### src/hdl/sset_pkg.sv
`default_nettype none
// -----------------------------------------------------------------------------
// sset_pkg
// Types, codes and sizes shared by the sparse-set handle table.
// -----------------------------------------------------------------------------
package sset_pkg;

	localparam int MAX_ENTRIES = 64;
	localparam int HW          = 6;   // handle / slot field width
	localparam int CW          = 7;   // live count width
	localparam int GRP_W       = 8;   // bitmap bits per free-search group
	localparam int NGRP        = MAX_ENTRIES / GRP_W;
	localparam int GRP_IW      = $clog2(GRP_W);
	localparam int NG_IW       = $clog2(NGRP);

	localparam logic [1:0] CMD_CREATE  = 2'd0;
	localparam logic [1:0] CMD_DESTROY = 2'd1;
	localparam logic [1:0] CMD_LOOKUP  = 2'd2;

	localparam logic [1:0] STAT_OK   = 2'd0;
	localparam logic [1:0] STAT_FULL = 2'd1;
	localparam logic [1:0] STAT_BAD  = 2'd2;

	typedef struct packed {
		logic [1:0]    command;
		logic [HW-1:0] handle;
	} req_t;

	typedef struct packed {
		logic [1:0]    status;
		logic [HW-1:0] result_handle;
		logic [HW-1:0] dense_slot;
		logic [HW-1:0] moved_from_slot;
		logic          moved;
		logic [CW-1:0] live_count;
	} rsp_t;

	typedef enum logic [1:0] {
		ST_IDLE,
		ST_EXEC,
		ST_FIN
	} state_t;

endpackage
`default_nettype wire

### src/hdl/sset_free_find.sv
`default_nettype none
// -----------------------------------------------------------------------------
// sset_free_find
// Lowest free handle: registered per-group search, then group select.
// -----------------------------------------------------------------------------
module sset_free_find (
	input  wire logic                       clk,
	input  wire logic [sset_pkg::MAX_ENTRIES-1:0] live,
	output logic [sset_pkg::HW-1:0]         free_handle
);
	import sset_pkg::*;

	logic [NGRP-1:0]   grp_free_s1;
	logic [GRP_IW-1:0] grp_idx_s1 [NGRP];
	logic [NGRP-1:0]   grp_free_d;
	logic [GRP_IW-1:0] grp_idx_d [NGRP];
	logic [NG_IW-1:0]  gsel;

	// per group: any zero bit, and the lowest zero bit
	always_comb begin
		for (int g = 0; g < NGRP; g++) begin
			grp_free_d[g] = ~&live[g*GRP_W +: GRP_W];
			grp_idx_d[g]  = '0;
			for (int b = GRP_W-1; b >= 0; b--) begin
				if (!live[g*GRP_W + b]) begin
					grp_idx_d[g] = GRP_IW'(b);
				end
			end
		end
	end

	always_ff @(posedge clk) begin
		grp_free_s1 <= grp_free_d;
		for (int g = 0; g < NGRP; g++) begin
			grp_idx_s1[g] <= grp_idx_d[g];
		end
	end

	always_comb begin
		gsel = '0;
		for (int g = NGRP-1; g >= 0; g--) begin
			if (grp_free_s1[g]) begin
				gsel = NG_IW'(g);
			end
		end
	end

	assign free_handle = {gsel, grp_idx_s1[gsel]};

endmodule
`default_nettype wire

### src/hdl/sparse_set_handle_table.sv
`default_nettype none
// -----------------------------------------------------------------------------
// sparse_set_handle_table
// Handle table over a packed dense array: create, destroy (swap-remove), lookup.
// -----------------------------------------------------------------------------
//  channel   ports                 handshake
//  command   req (req_t)           taken at clk edge with start && !busy
//  result    rsp (rsp_t)           held until the next result, marked by done
//
//  A live destroy/lookup or a create that succeeds passes through EXEC and FIN
//  to the done cycle; rejected items give done straight from EXEC. The next
//  start is taken in the done cycle, so no new item is taken before the last
//  is done. FIN waits on the registered reads of the two table memories and the registered free search.
//  Reset clears the live bitmap and count at once; no clearing pass.
//  The receiver cannot stall: each result's done strobe shows for exactly one cycle.
// -----------------------------------------------------------------------------
module sparse_set_handle_table (
	input  wire logic            clk,
	input  wire logic            arst_n,
	input  wire logic            start,
	input  wire sset_pkg::req_t  req,
	output logic                 busy,
	output logic                 done,
	output sset_pkg::rsp_t       rsp
);
	import sset_pkg::*;

	state_t state_q, state_d;
	req_t   req_q;
	rsp_t   rsp_q, rsp_d;
	logic   done_q, done_d;

	logic [CW-1:0]          count_q, count_d;
	logic [MAX_ENTRIES-1:0] live_q;
	logic                   live_we, live_val;
	logic [HW-1:0]          live_idx;

	// handle -> slot and slot -> handle tables
	logic [HW-1:0] h2s_mem [MAX_ENTRIES];
	logic [HW-1:0] s2h_mem [MAX_ENTRIES];
	logic [HW-1:0] h2s_rd_q, s2h_rd_q;
	logic          h2s_we, s2h_we;
	logic [HW-1:0] h2s_waddr, h2s_wdata, s2h_waddr, s2h_wdata;

	logic [HW-1:0] free_handle;
	logic [CW-1:0] last;
	logic [HW-1:0] slot;

	sset_free_find u_find (
		.clk         (clk),
		.live        (live_q),
		.free_handle (free_handle)
	);

	assign last = count_q - CW'(1);
	assign slot = h2s_rd_q;

	always_ff @(posedge clk) begin
		if (h2s_we) begin
			h2s_mem[h2s_waddr] <= h2s_wdata;
		end
		if (s2h_we) begin
			s2h_mem[s2h_waddr] <= s2h_wdata;
		end
		h2s_rd_q <= h2s_mem[req_q.handle];
		s2h_rd_q <= s2h_mem[last[HW-1:0]];
	end

	always_comb begin
		state_d   = state_q;
		done_d    = 1'b0;
		rsp_d     = '0;
		count_d   = count_q;
		live_we   = 1'b0;
		live_val  = 1'b0;
		live_idx  = req_q.handle;
		h2s_we    = 1'b0;
		h2s_waddr = free_handle;
		h2s_wdata = count_q[HW-1:0];
		s2h_we    = 1'b0;
		s2h_waddr = count_q[HW-1:0];
		s2h_wdata = free_handle;

		rsp_d.result_handle = req_q.handle;
		rsp_d.live_count    = count_q;

		unique case (state_q)
			ST_IDLE: begin
				if (start) begin
					state_d = ST_EXEC;
				end
			end
			ST_EXEC: begin
				// reject here; otherwise table reads are in flight
				priority if (req_q.command == CMD_CREATE) begin
					if (count_q == CW'(MAX_ENTRIES)) begin
						rsp_d.status        = STAT_FULL;
						rsp_d.result_handle = '0;
						done_d  = 1'b1;
						state_d = ST_IDLE;
					end else begin
						state_d = ST_FIN;
					end
				end else if ((req_q.command == CMD_DESTROY || req_q.command == CMD_LOOKUP)
						&& live_q[req_q.handle]) begin
					state_d = ST_FIN;
				end else begin
					rsp_d.status = STAT_BAD;
					done_d  = 1'b1;
					state_d = ST_IDLE;
				end
			end
			ST_FIN: begin
				done_d  = 1'b1;
				state_d = ST_IDLE;
				rsp_d.status = STAT_OK;
				priority if (req_q.command == CMD_CREATE) begin
					h2s_we   = 1'b1;
					s2h_we   = 1'b1;
					live_we  = 1'b1;
					live_val = 1'b1;
					live_idx = free_handle;
					count_d  = count_q + CW'(1);
					rsp_d.result_handle = free_handle;
					rsp_d.dense_slot    = count_q[HW-1:0];
					rsp_d.live_count    = count_q + CW'(1);
				end else if (req_q.command == CMD_DESTROY) begin
					// swap-remove: last entry moves into the freed slot
					if (slot != last[HW-1:0]) begin
						s2h_we    = 1'b1;
						s2h_waddr = slot;
						s2h_wdata = s2h_rd_q;
						h2s_we    = 1'b1;
						h2s_waddr = s2h_rd_q;
						h2s_wdata = slot;
						rsp_d.moved = 1'b1;
					end
					live_we  = 1'b1;
					live_val = 1'b0;
					count_d  = last;
					rsp_d.dense_slot      = slot;
					rsp_d.moved_from_slot = last[HW-1:0];
					rsp_d.live_count      = last;
				end else begin
					rsp_d.dense_slot = slot;
				end
			end
			default: begin
				state_d = ST_IDLE;
			end
		endcase
	end

	always_ff @(posedge clk or negedge arst_n) begin
		if (!arst_n) begin
			state_q <= ST_IDLE;
			done_q  <= 1'b0;
			count_q <= '0;
			live_q  <= '0;
		end else begin
			state_q <= state_d;
			done_q  <= done_d;
			count_q <= count_d;
			if (live_we) begin
				live_q[live_idx] <= live_val;
			end
		end
	end

	always_ff @(posedge clk) begin
		if (state_q == ST_IDLE && start) begin
			req_q <= req;
		end
		if (done_d) begin
			rsp_q <= rsp_d;
		end
	end

	assign busy = (state_q != ST_IDLE);
	assign done = done_q;
	assign rsp  = rsp_q;

`ifndef ASSERT_OFF
	a_count_matches_bitmap: assert property (@(posedge clk) disable iff (!arst_n)
		$countones(live_q) == int'(count_q))
		else $error("live count disagrees with bitmap");

	a_count_bound: assert property (@(posedge clk) disable iff (!arst_n)
		count_q <= CW'(MAX_ENTRIES))
		else $error("live count above table size");

	a_done_after_work: assert property (@(posedge clk) disable iff (!arst_n)
		done |-> $past(busy))
		else $error("result strobe without work");

	a_done_single: assert property (@(posedge clk) disable iff (!arst_n)
		done |=> !done)
		else $error("result strobe held two cycles");

	a_create_binds: assert property (@(posedge clk) disable iff (!arst_n)
		(state_q == ST_FIN && req_q.command == CMD_CREATE) |=> live_q[$past(free_handle)])
		else $error("created handle not live");
`endif

endmodule
`default_nettype wire
### config.mk
export PLATFORM = sky130hd
export DESIGN_NAME = sparse_set_handle_table
export DESIGN_NICKNAME = d
export VERILOG_FILES = /design/src/hdl/sset_pkg.sv /design/src/hdl/sset_free_find.sv /design/src/hdl/sparse_set_handle_table.sv
export SDC_FILE = /design/constraint.sdc
export NUM_CORES = 1
export LEC_CHECK = 0
export ABC_AREA = 1
export ABC_CLOCK_PERIOD_IN_PS = 10800
export CAP_MARGIN = 20
export CORE_MARGIN = 2
export CORE_UTILIZATION = 45
export CTS_BUF_LIST = sky130_fd_sc_hd__clkbuf_4
export CTS_CLUSTER_SIZE = 16
export DETAILED_ROUTE_END_ITERATION = 16
export DONT_BUFFER_PORTS = 1
export HOLD_SLACK_MARGIN = 0.15
export PLACE_DENSITY = 0.59
export SYNTH_ARGS = -nofsm -noshare
export SYNTH_HDL_FRONTEND = slang
export SYNTH_HIERARCHICAL = 1
export SYNTH_SLANG_ARGS = --single-unit
export TNS_END_PERCENT = 20
### constraint.sdc
create_clock -name clk -period 10.8 [get_ports clk]
set_input_delay 1.62 -clock clk [delete_from_list [all_inputs] [get_ports clk]]
set_output_delay 1.62 -clock clk [all_outputs]
set_load 0.1 [all_outputs]
# After elaboration in Yosys (flattened, before gate mapping)
# Memories as Yosys holds them, arrays and structs flattened. A register that Yosys moved wholly into a read port is not among the register bits.
# Index checks and enable logic that the tools add are counted.
# totals
word_cells	174
memories	3
output_inout_bits	30
input_bits	11
reg_bits	118
mem_bits_rw	792
# classes
magnitude_cmp	3
n_reduce_logical	26
n_eq_ne	7
n_bitwise	2
muxes	118
addsub	2
# memory_table
memory	words	word_bits	read_ports	rd_clocked_by_memory_dff	wr	line	source
h2s_mem	64	6	1	1	1	sparse_set_handle_table.sv:39	logic [HW-1:0] h2s_mem [MAX_ENTRIES];
s2h_mem	64	6	1	1	1	sparse_set_handle_table.sv:40	logic [HW-1:0] s2h_mem [MAX_ENTRIES];
u_find.grp_idx_s1	8	3	1	0	8	sset_free_find.sv:14	logic [GRP_IW-1:0] grp_idx_s1 [NGRP];
# ops
operator	n
$mux 3	72
$mux 6	12
$bwmux 64	1
$reduce_and 8->1	8
$mux 7	5
$mux 1	16
$pmux 8 s2	1
$lt 6x7->1 const B	2
$mux 14	1
$mux 2	6
$logic_not 1->1	8
$add 7x1->7 const B	1
$eq 7x7->1 const B	1
$sub 7x1->7 const B	1
$bmux 1 s6	1
$demux 1 s6	1
$ge 6x1->1 const B	1
$ne 6x6->1	1
$eq 2x1->1 const B	2
$eq 2x2->1 const B	2
$logic_not 2->1	2
$pmux 2 s2	1
$reduce_bool 2->1	2
$logic_and 1x1->1	3
6 further kinds	7

# Longest topological paths before layout
# An unclocked memory read counts as a cell.
# depth
word_depth	16
mapped_depth	23
depth_no_buf	22

# Hierarchy
# The synthesis kept the hierarchy.
# modules_own_cells
mod	cells_each	area_each_um2	seq_area_each_um2	instances
sparse_set_handle_table	3068	37066.8	26235.2	1
sset_free_find	264	1744.2	640.6	1

# Least setup slack after synthesis
# No wires, ideal clock.
# synth_timing
path_kind	reg-to-reg
startpoint	register count_q[0]
endpoint	memory s2h_mem[28][0], enable pin
arrival_ps	4158
path_slack_ps	6291
path_buffers	5
t_required_ps	10449
setup_ps	351
period_less_slack_ps	4509
stages_incl_launch_ff	19
path_cell_list	dfrtp_1 -> buf_6 -> inv_2 -> buf_6 -> clkbuf_1 -> clkbuf_1 -> ha_1 -> inv_1 -> nand2_1 -> nand4_1 -> nor2_2 -> nand2_2 -> nor2_4 -> nand2_4 -> nand2_8 -> buf_8 -> o21ai_2 -> nand4_2 -> nor2_1
# synth_via
elab_cells_between_ends	12
classes_between	add/sub (1); eq/ne (1); mux (10)
# synth_rtl
item	line	source
from (decl)	sparse_set_handle_table.sv:33	logic [CW-1:0] count_q, count_d;
from (signal assigned)	sparse_set_handle_table.sv:163	count_q <= count_d;
$sub 7x1->7	sparse_set_handle_table.sv:55	assign last = count_q - CW'(1);
named net last[0]	sparse_set_handle_table.sv:46	logic [CW-1:0] last;
$ne 6x6->1	sparse_set_handle_table.sv:129	if (slot != last[HW-1:0]) begin
$mux 6 (4 in series)	--	
named net h2s_wdata[2]	sparse_set_handle_table.sv:43	logic [HW-1:0] h2s_waddr, h2s_wdata, s2h_waddr, s2h_wdata;
to (decl)	sparse_set_handle_table.sv:40	
# The timed path passes the listed nets, and every way through them passes these cells.

# Final worst setup path
# layout_timing
startpoint	register count_q[0]
endpoint	memory h2s_mem[43][4], enable pin
# layout_via
elab_cells_between_ends	12
classes_between	add/sub (1); eq/ne (1); mux (10)
# layout_rtl
item	line	source
$sub 7x1->7	sparse_set_handle_table.sv:55	
$ne 6x6->1	sparse_set_handle_table.sv:129	
$mux 6	sparse_set_handle_table.sv:129	
$mux 6	sparse_set_handle_table.sv:127	end else if (req_q.command == CMD_DESTROY) begin
$mux 6	sparse_set_handle_table.sv:117	priority if (req_q.command == CMD_CREATE) begin
$mux 6	sparse_set_handle_table.sv:87	unique case (state_q)
named net h2s_waddr[0]	sparse_set_handle_table.sv:43	
to (decl)	sparse_set_handle_table.sv:39	
# The timed path passes the listed nets, and every way through them passes these cells.

==> out/results.ini <==
[power_and_ir_drop]
power.switching_mw=4.31
swShare=0.395
p_int_mw=6.60
p_leak_nw=14.6
peakVddDrop_mv=0.230
power.share.combinational=0.304
pwr-share-clk=0.263
power_density_nw_per_um2=256
total_power_mw=10.9
p_seq_frac=0.434

[yosys]
syn_area_per_cell_um2=11.6
synth_area_um2=38800
synth_top_family_by_area=compound AO/OA/AOI/OAI gates
synthMuxAreaShare=0.000258
ys_seq_area_frac=0.692
synth-seq-cells=922
synth_top_area_share=0.622
synth_compound_area_frac=0.136
ys.flop_type=edfxtp_1
synth-adder-area-share=0.00258
synth_cells=3332
syn-num-nets=3351
synthXorXnorAreaFrac=0.000451
synth_warnings=6
synthTopCellsByArea=edfxtp_1 62%, nor2_1 6.3%, o21ai_0 5.9%
synth_edf_count=804
async_flop_share=0.0803
synth_top_cell_by_area=edfxtp_1
ys_types=49
synth_simple_gate_area_frac=0.132

[worst_setup_path]
critPathKind=flip-flop to flip-flop
crit_fanout=132
worstPathArrival_ns=7.00
crit_chain=inv_6 -> ha_2 -> buf_4 -> inv_2 -> nand2_1 -> nand4_1 -> nor2_2 -> nand2_2 -> nor2_4 -> nand2_4 -> nand2_8 -> nand2_1 -> nand2_4 -> nand4_2 -> nor2_1
cp-start-kind=flip-flop
required_ns=11.43
critPathCaptureType=flip-flop
worst_path_max_delay_cell=dfrtp_4
max_stage_delay_ns=1.02

[route]
ant_nets=0
viasPerCell=5.84
drc=0
wire_per_inst_um=22.8
first_pass_iters=8
vias=27500
drtIter0Drc=3501
routed_wirelength_mm=107

[timing]
whs_ns=0.316
worst_slack_ns=4.43
rsz0062_at_grt=no
fin_crit_sh=0.590
setup_viol=0
max_slew.worst_pin.slew_ns=1.24
setup_tns_ns=0
final-hold-violation-count=0
max_freq_mhz=157
finClkSkew_ns=0.0625
period_needed_ns=6.37
maxSlewViolCount=0
slew_headroom=0.172

[floorplan]
start_util=0.455
die_w_um=298
fp.coreArea_um2=85300
dieArea_um2=88600
pin_count=41
die_height_um=298
num_rows=107

[cts]
path_clk_slew_ns=0.07
htreeDepth=4
cts_sinks=922
cts.path.max_buffers=3
cts_resized=0
postCtsSetupBuffers=0
worstSkewPairLatency_ns=1.04
root_buffer=clkbuf_4
cts_tree=yes
cts_inserted_buffers=229

[cells_and_area]
area_growth_syn_to_layout_pct=9.87
final_area_um2=42600
final_cell_count_no_fill=4713
post-route-util=0.500
nets=3409
drive_above_1_share=0.141
nFillCells=7605

[run]
maxCapViolations=0

[global_routing]
grt_first_pass_wirelength_mm=160
grt_overflow=0
antenna_found_initial=3
grt_use_total=0.239
grt_pass1_vias=26700
grt_start_max_net_pins=226

[outcome]
status=finished, final reports clean

[placement]
dpl_worst_slack_ns=4.53
place_inst=4299
placed_area_um2=39700
hpwl_mm=63.4
gp_congestion=0.916
portBuffers=0

[worst_hold_path]
min_path_type=primary input to asynchronous set/reset pin

## state kept, by name, summed over array words and instances, names as in the netlist, 7 cells and up
signal and cells:
req_q 8, u_find/grp_idx_s1 24, h2s_mem 384, rsp 28, u_find/grp_free_s1 8, live_q 64
count_q 7, s2h_mem 384
## power groups by stage
stage / combinational, mW / clock [mW] / sequential, mW
6_report: 3.31 / 2.87 / 4.73
5_1_grt: 3.58 / 3.13 / 4.75
4_1_cts: 3.24 / 2.94 / 4.73
3_5_place_dp: 3.23 / 0 / 4.80
3_3_place_gp: 3.21 / 0 / 4.80
2_1_floorplan: 2.18 / 0 / 4.69
## Yosys cell counts (14+ instances only)
library cell	count
o211ai_1	58
o22ai_1	144
dfrtp_1	74
inv_2	14
edfxtp_1	804
a21oi_1	81
clkbuf_1	164
nand2_1	254
nand2_2	16
o221ai_1	69
nor2_1	649
buf_1	14
nand3_1	155
dfxtp_1	44
inv_1	115
o21ai_0	455
a31oi_1	53
## critical path, delay by kind of cell (launching register included)
kind	cells	cell delay (ns)
buf+inv	3	1.29
simple gates	11	3.08
flops	1	1.02
fa+ha+maj	1	0.50
## routing by layer
layer	vias to the layer above	global-route usage	share of wire	wire length [um]
li1	12400	-	-	-
met3	237	0.0471	0.089	9530
met2	1541	0.379	0.47	50400
met1	13300	0.322	0.41	44200
met5	-	0	0	0
met4	0	0.100	0.030	3250
## layout by cell type, fill, tap and decap left out, types with 58 or more instances in the layout
master / instances
o22ai_1: 144
o211ai_1: 58
a21oi_1: 81
o21ai_0: 454
clkinv_1: 59
o221ai_1: 69
nor2_1: 649
inv_1: 112
nand2_1: 251
dfrtp_1: 73
clkbuf_4: 327
edfxtp_1: 804
nand3_1: 155
## logic make-up after synthesis
kind of cell	Yosys count
XOR/XNOR	2
AO/OA/AOI/OAI	895
AND/OR/NAND/NOR	1163
multiplexers	1
adder cells (fa/ha/maj)	8
flip-flops	922
buffers and inverters	341
## final cells by class
type	count	area (um^2)	share of cell area
diodes	4	10.0	0.000235
multi-input cells	2069	10600	0.248
well taps	1144	1430	0.0336
flip-flops and latches	922	26900	0.630
clock buffers	327	2450	0.0576
repair buffers	33	325	0.00763
clock inverters	79	444	0.0104
inverters	135	523	0.0123
## path summary, 6_finish.rpt
check | end | depth (start not counted) | slack [ns] | start
worst max-delay path | h2s_mem[43][4]$_DFFE_PP_ | 15 | 4.43 | count_q[0]$_DFFE_PN0P_
worst min-delay path | live_q[19]$_DFFE_PN0P_ | 0 | 0.32 | arst_n
worst max register to register | h2s_mem[43][4]$_DFFE_PP_ | 15 | 4.43 | count_q[0]$_DFFE_PN0P_
worst min register to register | state_q[1]$_DFFE_PN0P_ | 2 | 0.53 | state_q[1]$_DFFE_PN0P_
max in group asynchronous | live_q[20]$_DFFE_PN0P_ | 1 | 9.67 | arst_n
min in group clk | state_q[1]$_DFFE_PN0P_ | 2 | 0.53 | state_q[1]$_DFFE_PN0P_
## repair_timing
item                       in CTS  in global routing
hold endpoints to repair       71                  0
hold buffers                    3                  0
setup endpoints to repair       0                  0
Power figures use the tool's default switching activity.
